$ cat src/sv/link_frame_receiver_top_macros.svh
// Assertion macros for the link frame receiver top level.
`ifndef LINK_FRAME_RECEIVER_TOP_MACROS_SVH
`define LINK_FRAME_RECEIVER_TOP_MACROS_SVH

// Checked property, disabled while reset is asserted
`define LFR_ASSERT(lbl, prop, msg) \
  lbl: assert property (@(posedge clk_i) disable iff (!rst_ni) prop) else $error(msg);

// Checked property, also checked during reset
`define LFR_ASSERT_ALWAYS(lbl, prop, msg) \
  lbl: assert property (@(posedge clk_i) prop) else $error(msg);

`endif

$ cat src/sv/lfr_pkg.sv
// Package for the link frame receiver: frame characters, codes and result type.
package lfr_pkg;

  // Frame characters
  localparam logic [7:0] ChC     = 8'h43;  // 'C'
  localparam logic [7:0] ChX     = 8'h58;  // 'X'
  localparam logic [7:0] ChN     = 8'h4E;  // 'N'
  localparam logic [7:0] ChD     = 8'h44;  // 'D'
  localparam logic [7:0] ChT     = 8'h54;  // 'T'
  localparam logic [7:0] ChF     = 8'h46;  // 'F'
  localparam logic [7:0] ChTrBnd = 8'h34;  // '4', bind and unbind trailer
  localparam logic [7:0] ChTrCnt = 8'h36;  // '6', control frame trailer
  localparam logic [7:0] ChTrCnf = 8'h37;  // '7', config frame trailer

  // Frame positions
  localparam logic [2:0] Pos0 = 3'd0;
  localparam logic [2:0] Pos1 = 3'd1;
  localparam logic [2:0] Pos2 = 3'd2;
  localparam logic [2:0] Pos3 = 3'd3;
  localparam logic [2:0] Pos4 = 3'd4;
  localparam logic [2:0] Pos5 = 3'd5;
  localparam logic [2:0] Pos6 = 3'd6;
  localparam logic [2:0] Pos7 = 3'd7;

  typedef enum logic [1:0] {
    KIND_C = 2'd0,
    KIND_F = 2'd1,
    KIND_D = 2'd2
  } lfr_kind_e;

  typedef enum logic [2:0] {
    EV_NONE = 3'd0,
    EV_CONN = 3'd1,
    EV_DISC = 3'd2,
    EV_CTRL = 3'd3,
    EV_CONF = 3'd4
  } lfr_event_e;

  typedef struct packed {
    lfr_event_e event_res;
    logic       link_up;
    logic [7:0] bound_address;
    logic [7:0] speed;
    logic [7:0] emergency_stop;
    logic [7:0] acceleration;
    logic [7:0] cable_length_first;
    logic [7:0] cable_length_second;
  } lfr_result_t;

endpackage

$ cat src/sv/link_frame_receiver_top.sv
// Link frame receiver top level: input register, frame parser, result register.
//
// Usage: one received byte per transfer on the input channel (in_valid_i,
// in_ready_o, rx_byte_i). Each byte gives exactly one result on the output
// channel (out_valid_o, out_ready_i and the result fields): the event code of
// a frame that completed on this byte, or none, together with the link state,
// bound address and the latched control and config fields after that byte.
// Path: a byte moves from the input register through the parser into the
// result register. Throughput: one byte per cycle while out_ready_i is high;
// the parser updates once per byte between the input and result registers.
// Reset: the link is unbound, the parser is at the frame start, its latched
// fields read zero and both channels are empty. No clearing pass is needed.
// Stall: while out_ready_i is low the result holds; one further byte waits in
// the input register, after which in_ready_o drops until the result is taken.
module link_frame_receiver_top (
  input  logic                      clk_i,
  input  logic                      rst_ni,
  input  logic                      in_valid_i,
  output logic                      in_ready_o,
  input  logic [7:0]                rx_byte_i,
  output logic                      out_valid_o,
  input  logic                      out_ready_i,
  output logic [2:0]                event_res_o,
  output logic                      link_up_o,
  output logic [7:0]                bound_address_o,
  output logic [7:0]                speed_o,
  output logic [7:0]                emergency_stop_o,
  output logic [7:0]                acceleration_o,
  output logic [7:0]                cable_length_first_o,
  output logic [7:0]                cable_length_second_o
);
  import lfr_pkg::*;

  `include "link_frame_receiver_top_macros.svh"

  logic        in_vld_q;
  logic [7:0]  in_byte_q;
  logic        out_vld_q;
  lfr_result_t res;
  lfr_result_t res_q;
  logic        advance;

  // Byte moves into the parser when the result register can take its result
  assign advance    = in_vld_q && (!out_vld_q || out_ready_i);
  assign in_ready_o = !in_vld_q || advance;

  // Input register
  always_ff @(posedge clk_i or negedge rst_ni) begin
    if (!rst_ni) begin
      in_vld_q <= 1'b0;
    end else if (in_ready_o) begin
      in_vld_q <= in_valid_i;
    end
  end

  always_ff @(posedge clk_i) begin
    if (in_valid_i && in_ready_o) begin
      in_byte_q <= rx_byte_i;
    end
  end

  lfr_parser u_parser (
    .clk_i     (clk_i),
    .rst_ni    (rst_ni),
    .step_i    (advance),
    .rx_byte_i (in_byte_q),
    .res_o     (res)
  );

  // Result register
  always_ff @(posedge clk_i or negedge rst_ni) begin
    if (!rst_ni) begin
      out_vld_q <= 1'b0;
    end else if (advance) begin
      out_vld_q <= 1'b1;
    end else if (out_ready_i) begin
      out_vld_q <= 1'b0;
    end
  end

  always_ff @(posedge clk_i) begin
    if (advance) begin
      res_q <= res;
    end
  end

  assign out_valid_o           = out_vld_q;
  assign event_res_o           = res_q.event_res;
  assign link_up_o             = res_q.link_up;
  assign bound_address_o       = res_q.bound_address;
  assign speed_o               = res_q.speed;
  assign emergency_stop_o      = res_q.emergency_stop;
  assign acceleration_o        = res_q.acceleration;
  assign cable_length_first_o  = res_q.cable_length_first;
  assign cable_length_second_o = res_q.cable_length_second;

  // Checks
  `LFR_ASSERT(a_conn_link_up, out_vld_q && res_q.event_res == EV_CONN |-> res_q.link_up, "connect event without link up")
  `LFR_ASSERT(a_disc_link_down, out_vld_q && res_q.event_res == EV_DISC |-> !res_q.link_up, "disconnect event with link up")
  `LFR_ASSERT(a_frame_needs_link, out_vld_q && (res_q.event_res == EV_CTRL || res_q.event_res == EV_CONF) |-> res_q.link_up, "frame accepted while unbound")
  `LFR_ASSERT(a_pending_moves, in_vld_q && !out_vld_q |=> out_vld_q, "pending byte not moved into result")
  `LFR_ASSERT_ALWAYS(a_reset_empty, !rst_ni |=> !in_vld_q && !out_vld_q, "pipeline not empty in reset")

endmodule

$ cat src/sv/lfr_parser.sv
// Frame parser: link state, frame position and latched frame fields.
module lfr_parser (
  input  logic                 clk_i,
  input  logic                 rst_ni,
  input  logic                 step_i,
  input  logic [7:0]           rx_byte_i,
  output lfr_pkg::lfr_result_t res_o
);
  import lfr_pkg::*;

  logic [2:0] pos_q, pos_d;
  logic       conn_q, conn_d;
  logic [7:0] addr_q, addr_d;
  logic [1:0] kind_q, kind_d;
  logic [7:0] pay_q [3];
  logic [7:0] pay_d [3];
  logic [7:0] speed_q, speed_d;
  logic [7:0] estop_q, estop_d;
  logic [7:0] accel_q, accel_d;
  logic [7:0] cab0_q, cab0_d;
  logic [7:0] cab1_q, cab1_d;
  lfr_event_e ev;

  // Next state for one byte; a mismatch drops back to the frame start
  always_comb begin
    pos_d   = Pos0;
    conn_d  = conn_q;
    addr_d  = addr_q;
    kind_d  = kind_q;
    pay_d   = pay_q;
    speed_d = speed_q;
    estop_d = estop_q;
    accel_d = accel_q;
    cab0_d  = cab0_q;
    cab1_d  = cab1_q;
    ev      = EV_NONE;
    if (!conn_q) begin
      case (pos_q)
        Pos0: if (rx_byte_i == ChC) pos_d = Pos1;
        Pos1: if (rx_byte_i == ChX) pos_d = Pos2;
        Pos2: if (rx_byte_i == ChN) pos_d = Pos3;
        Pos3: begin
          pay_d[0] = rx_byte_i;
          pos_d    = Pos4;
        end
        Pos4: begin
          if (rx_byte_i == ChTrBnd) begin
            conn_d = 1'b1;
            addr_d = pay_q[0];
            ev     = EV_CONN;
          end
        end
        default: pos_d = Pos0;
      endcase
    end else begin
      case (pos_q)
        Pos0: begin
          if (rx_byte_i == ChC) begin
            kind_d = KIND_C;
            pos_d  = Pos1;
          end else if (rx_byte_i == ChD) begin
            kind_d = KIND_D;
            pos_d  = Pos1;
          end
        end
        Pos1: begin
          if ((kind_q == KIND_C && rx_byte_i == ChN) ||
              (kind_q == KIND_D && rx_byte_i == ChC)) pos_d = Pos2;
        end
        Pos2: begin
          if (kind_q == KIND_C && rx_byte_i == ChT) begin
            pos_d = Pos3;
          end else if (kind_q == KIND_C && rx_byte_i == ChF) begin
            kind_d = KIND_F;
            pos_d  = Pos3;
          end else if (kind_q == KIND_D && rx_byte_i == ChX) begin
            pos_d = Pos3;
          end
        end
        Pos3: if (rx_byte_i == addr_q) pos_d = Pos4;
        Pos4: begin
          if (kind_q == KIND_D) begin
            if (rx_byte_i == ChTrBnd) begin
              conn_d = 1'b0;
              ev     = EV_DISC;
            end
          end else if (kind_q == KIND_C || kind_q == KIND_F) begin
            pay_d[0] = rx_byte_i;
            pos_d    = Pos5;
          end
        end
        Pos5: begin
          pay_d[1] = rx_byte_i;
          pos_d    = Pos6;
        end
        Pos6: begin
          if (kind_q == KIND_C) begin
            if (rx_byte_i == ChTrCnt) begin
              speed_d = pay_q[0];
              estop_d = pay_q[1];
              ev      = EV_CTRL;
            end
          end else begin
            pay_d[2] = rx_byte_i;
            pos_d    = Pos7;
          end
        end
        default: begin
          if (kind_q == KIND_F && rx_byte_i == ChTrCnf) begin
            accel_d = pay_q[0];
            cab0_d  = pay_q[1];
            cab1_d  = pay_q[2];
            ev      = EV_CONF;
          end
        end
      endcase
    end
  end

  // Control state and latched outputs
  always_ff @(posedge clk_i or negedge rst_ni) begin
    if (!rst_ni) begin
      pos_q   <= Pos0;
      conn_q  <= 1'b0;
      addr_q  <= 8'd0;
      speed_q <= 8'd0;
      estop_q <= 8'd0;
      accel_q <= 8'd0;
      cab0_q  <= 8'd0;
      cab1_q  <= 8'd0;
    end else if (step_i) begin
      pos_q   <= pos_d;
      conn_q  <= conn_d;
      addr_q  <= addr_d;
      speed_q <= speed_d;
      estop_q <= estop_d;
      accel_q <= accel_d;
      cab0_q  <= cab0_d;
      cab1_q  <= cab1_d;
    end
  end

  // Frame kind and payload bytes: always written before being read
  always_ff @(posedge clk_i) begin
    if (step_i) begin
      kind_q <= kind_d;
      pay_q  <= pay_d;
    end
  end

  // Result shows the state after this byte
  assign res_o.event_res           = ev;
  assign res_o.link_up             = conn_d;
  assign res_o.bound_address       = addr_d;
  assign res_o.speed               = speed_d;
  assign res_o.emergency_stop      = estop_d;
  assign res_o.acceleration        = accel_d;
  assign res_o.cable_length_first  = cab0_d;
  assign res_o.cable_length_second = cab1_d;

endmodule

$ cat config.mk
export PLATFORM = sky130hd
export DESIGN_NAME = link_frame_receiver_top
export DESIGN_NICKNAME = d
export VERILOG_FILES = /design/src/sv/lfr_pkg.sv /design/src/sv/link_frame_receiver_top.sv /design/src/sv/lfr_parser.sv
export VERILOG_INCLUDE_DIRS = /design/src /design/src/sv
export SDC_FILE = /design/constraint.sdc
export NUM_CORES = 1
export LEC_CHECK = 0
export BUFFER_PORTS_ARGS = -buffer_cell sky130_fd_sc_hd__buf_2
export CAP_MARGIN = 25
export CORE_ASPECT_RATIO = 1.1
export CORE_UTILIZATION = 52
export CTS_CLUSTER_SIZE = 10
export DETAILED_ROUTE_END_ITERATION = 16
export GPL_ROUTABILITY_DRIVEN = 0
export GPL_TIMING_DRIVEN = 0
export PLACE_DENSITY = 0.74
export SLEW_MARGIN = 0
export SYNTH_ARGS = -nofsm -noshare
export SYNTH_HDL_FRONTEND = slang
export SYNTH_SLANG_ARGS = --single-unit
$ cat constraint.sdc
create_clock -name clk_i -period 3 [get_ports clk_i]
set_input_delay 0.15 -clock clk_i [delete_from_list [all_inputs] [get_ports clk_i]]
set_output_delay 0.15 -clock clk_i [all_outputs]
set_load 0.02 [all_outputs]
==> results.txt <==
VDD IR-drop max -> 0.427 mV
Fill count -> 774
Routed vias -> 3533
Biggest fanout along the worst timing path -> 10
Initial DRT Pass Iterations -> 5
Share of synthesized area occupied by flip-flops and latches -> 66.1%
Num CTS Buffers -> 17
HPWL after detailed placement -> 7190 µm
Number of cells produced by synthesis -> 369
Synthesis-to-layout area growth -> 21.6%
Total Die Area -> 0.0119 mm²
Clk sink count -> 140
Category of the worst setup path capture point -> flop
Tmin final -> 2.81 ns
Number of register bits inferred by synthesis -> 140
Residual DRC -> 0
Cell Rows -> 40
Count of nets left with antenna violations after detail routing -> 0
Placement-stage worst setup slack -> -0.0246 ns
Setup crit start kind -> flop
Number of enable flip-flop cells after synthesis -> 86
F_max -> 0.356 GHz
Post-synthesis instance area -> 0.00595 mm²
Data arrival, critical path -> 2.97 ns
Height of the die -> 114 µm
Final Hold Violating Endpoints -> 0
Max-slew violations -> 0
Root buf cell -> sky130_fd_sc_hd__clkbuf_16
Count of port buffers added during placement -> 65
Ant diodes -> 0
Grt total ovfl -> 0
Routed via count divided by cell count -> 5.64
Iter 0 DRT Violations -> 262
Layout Skew -> 0.0123 ns
Final period util -> 93.7%
Static leakage power -> 0.00317 µW
Number of placed instances with taps included -> 582
Most frequently used flop master after synthesis -> sky130_fd_sc_hd__edfxtp_1
Final count of negative-setup-slack endpoints -> 0
Total global routing track utilization -> 20.4%
Share of async-settable or async-resettable flops after synthesis -> 38.6%
Core Footprint -> 0.0110 mm²
Relative slew margins -> 53.1%
Ratio of total power to cell area -> 634 mW/mm²
Max Cap Viol -> 0
Number of antenna violations at the first check in global routing -> 0
Design Power -> 4590 µW
RSZ-0062 raised after global routing -> no
Die span in x -> 104 µm
Pin slew with the least headroom to its limit -> 0.701 ns
Count of non-filler cells in the finished layout -> 626
Final Worst Setup Slack -> 0.189 ns
Register area -> 0.00393 mm²
Worst EP required -> 3.15 ns
I/O pin count -> 66
TritonCTS clock tree -> yes
Net count after synthesis -> 381
Final-layout worst hold slack -> 0.0563 ns
Vias in the first global route -> 3483
First-pass GRT wire length -> 18000 µm
Total Routed Length -> 11400 µm
Maximum number of pins on one net before global-route repair -> 61
Worst-case clock buffer depth -> 2
Layout Nets -> 478
Number of distinct standard cells referenced by the synthesized netlist -> 54
Proportion of layout cells with a drive suffix above 1 -> 45.3%
Insertion delay to the later sink of the worst-skew pair -> 0.41 ns
Worst-path clk slew -> 0.06 ns
Number of warnings issued by yosys -> 0
Type of the tightest min-delay check -> input pin to flop
Average size of a mapped cell -> 16.1 µm²
Area used by multi-input combinational logic -> 0.00189 mm²
Routed wirelength normalized by instance count -> 18.2 µm
Depth of the CTS H-tree -> 4
Initial core utilization -> 54.1%
Setup bufs post-CTS -> 0
Setup slack of the most critical reg-to-reg path -> 0.19 ns
Outcome -> complete, no violations
Critical path class -> flop to flop
-- path summary, 6_finish.rpt --
path | start | endpoint | cells past startpoint
max in group asynchronous | rst_ni | u_parser.accel_q[4]$_DFFE_PN0P_ | 3
min in group asynchronous | rst_ni | u_parser.cab1_q[6]$_DFFE_PN0P_ | 2
worst max register to register | in_byte_q[6]$_DFFE_PP_ | cable_length_second_o[4]$_DFFE_PP_ | 5
worst min-delay path | out_ready_i | in_vld_q$_DFFE_PN0N_ | 3
worst min register to register | u_parser.cab1_q[3]$_DFFE_PN0P_ | u_parser.cab1_q[3]$_DFFE_PN0P_ | 1
worst max-delay path | in_byte_q[6]$_DFFE_PP_ | cable_length_second_o[4]$_DFFE_PP_ | 5
-- cell usage in the layout, fill, tap and decap left out, types with 2 or more instances in the layout --
cell type,count
sky130_fd_sc_hd__clkinv_4,3
sky130_fd_sc_hd__nand3b_1,2
sky130_fd_sc_hd__clkbuf_1,7
sky130_fd_sc_hd__nand2_1,8
sky130_fd_sc_hd__and2_1,2
sky130_fd_sc_hd__nor2b_1,2
sky130_fd_sc_hd__nand3_1,5
sky130_fd_sc_hd__nor2_1,10
sky130_fd_sc_hd__buf_2,75
sky130_fd_sc_hd__clkinv_2,4
sky130_fd_sc_hd__inv_1,3
sky130_fd_sc_hd__dlygate4sd3_1,10
sky130_fd_sc_hd__a31oi_1,3
sky130_fd_sc_hd__and4b_1,2
sky130_fd_sc_hd__nor3_1,7
sky130_fd_sc_hd__edfxtp_1,86
sky130_fd_sc_hd__mux2_4,8
sky130_fd_sc_hd__nor4b_1,3
sky130_fd_sc_hd__and3b_1,2
sky130_fd_sc_hd__mux2_2,86
sky130_fd_sc_hd__mux2_1,2
sky130_fd_sc_hd__a21oi_1,6
sky130_fd_sc_hd__nor4_1,3
sky130_fd_sc_hd__nor3b_1,7
sky130_fd_sc_hd__nand4_1,4
sky130_fd_sc_hd__a22oi_1,3
sky130_fd_sc_hd__nand3_2,2
sky130_fd_sc_hd__xor2_1,8
sky130_fd_sc_hd__dfrtp_1,54
sky130_fd_sc_hd__nand2b_1,4
sky130_fd_sc_hd__buf_6,5
sky130_fd_sc_hd__and3_1,2
sky130_fd_sc_hd__bufinv_16,5
sky130_fd_sc_hd__clkbuf_16,17
sky130_fd_sc_hd__o211ai_1,3
-- cells by family after synthesis --
logic type,synth area share (%)
AO/OA/AOI/OAI,2.65
buffers and inverters,2.19
flip-flops,66.1
multiplexers,18.8
AND/OR/NAND/NOR,9.06
XOR/XNOR,1.18
-- sequential cells by signal (all words and copies together) (netlist names), 2 cells and up --
signal / count
cable_length_first_o: 8
u_parser.cab1_q: 8
cable_length_second_o: 8
event_res_o: 3
in_byte_q: 8
bound_address_o: 8
acceleration_o: 8
u_parser.pos_q: 3
u_parser.addr_q: 8
u_parser.cab0_q: 8
u_parser.speed_q: 8
speed_o: 8
u_parser.kind_q: 2
u_parser.estop_q: 8
u_parser.accel_q: 8
u_parser.pay_q: 24
emergency_stop_o: 8
-- through the flow --
stage                     util, %  area, µm²  setup TNS (ns)
after global routing         65.7       7240               0
final                        65.7       7240               0
after floorplan                 -       5950               0
after detailed placement     58.9       6480          -0.173
after global placement       58.7       6460               0
after CTS                    65.6       7230               0
-- worst max-delay path, stage by stage, from the launching register on --
cell                        delay (ns)
sky130_fd_sc_hd__edfxtp_1         0.56
sky130_fd_sc_hd__nand4bb_2        0.40
sky130_fd_sc_hd__nor2_1           0.28
sky130_fd_sc_hd__nand4_1          0.50
sky130_fd_sc_hd__clkbuf_1         0.43
sky130_fd_sc_hd__mux2_2           0.37
-- synth_stat cells, types with 2 or more instances --
| master | number | area, µm² |
|---|---|---|
| sky130_fd_sc_hd__nand2b_1 | 4 | 25.0 |
| sky130_fd_sc_hd__nand3_2 | 2 | 20.0 |
| sky130_fd_sc_hd__mux2_4 | 8 | 120 |
| sky130_fd_sc_hd__nor3b_1 | 7 | 52.6 |
| sky130_fd_sc_hd__edfxtp_1 | 86 | 2580 |
| sky130_fd_sc_hd__nor3_1 | 7 | 35.0 |
| sky130_fd_sc_hd__and3b_1 | 2 | 17.5 |
| sky130_fd_sc_hd__nor2b_1 | 2 | 12.5 |
| sky130_fd_sc_hd__mux2_2 | 86 | 968 |
| sky130_fd_sc_hd__and4b_1 | 2 | 20.0 |
| sky130_fd_sc_hd__xor2_1 | 8 | 70.1 |
| sky130_fd_sc_hd__nand2_1 | 8 | 30.0 |
| sky130_fd_sc_hd__a21oi_1 | 6 | 30.0 |
| sky130_fd_sc_hd__nor4_1 | 3 | 18.8 |
| sky130_fd_sc_hd__nor2_1 | 10 | 37.5 |
| sky130_fd_sc_hd__buf_6 | 5 | 56.3 |
| sky130_fd_sc_hd__and2_1 | 2 | 12.5 |
| sky130_fd_sc_hd__and3_1 | 2 | 12.5 |
| sky130_fd_sc_hd__dfrtp_1 | 54 | 1350 |
| sky130_fd_sc_hd__nand4_1 | 4 | 25.0 |
| sky130_fd_sc_hd__nor4b_1 | 3 | 26.3 |
| sky130_fd_sc_hd__a31oi_1 | 3 | 18.8 |
| sky130_fd_sc_hd__inv_1 | 3 | 11.3 |
| sky130_fd_sc_hd__clkbuf_1 | 5 | 18.8 |
| sky130_fd_sc_hd__o211ai_1 | 3 | 22.5 |
| sky130_fd_sc_hd__nand3_1 | 5 | 25.0 |
| sky130_fd_sc_hd__mux2_1 | 2 | 22.5 |
| sky130_fd_sc_hd__a22oi_1 | 3 | 22.5 |
| sky130_fd_sc_hd__nand3b_1 | 2 | 15.0 |
| sky130_fd_sc_hd__buf_2 | 8 | 40.0 |
-- metal layers --
metal | GRT usage [%] | share of wire, % | up-vias
li1 | - | - | 1597
met1 | 24.9 | 41 | 1754
met2 | 33.2 | 50 | 152
met3 | 5.52 | 5.9 | 30
met4 | 11.3 | 3.1 | 0
met5 | 0 | 0 | -
-- where the power goes --
group | leakage (µW) | switching (µW) | total [µW] | internal, µW
Sequential | 0.00158 | 30.0 | 2140 | 2110
Clock | 0.000314 | 742 | 2230 | 1490
Combinational | 0.00128 | 146 | 211 | 64.4
Total | 0.00317 | 919 | 4590 | 3670
-- cell type report --
| class | count | share of cell area [%] |
|---|---|---|
| Buffer | 18 | 1.59 |
| Clock buffer | 20 | 6.17 |
| Clock inverter | 12 | 2.70 |
| Inverter | 4 | 0.277 |
| Multi-Input combinational cell | 207 | 26.1 |
| Sequential cell | 140 | 54.3 |
| Tap cell | 147 | 2.54 |
| Timing Repair Buffer | 78 | 6.29 |
-- repair_timing --
| action | CTS | global route |
|---|---|---|
| resized for setup | 1 | 0 |
| endpoints found under the hold margin | 34 | 0 |
| endpoints found under the setup margin | 10 | 0 |
| hold buffers | 10 | 0 |
Note: power is estimated with default switching activity, not from simulation.
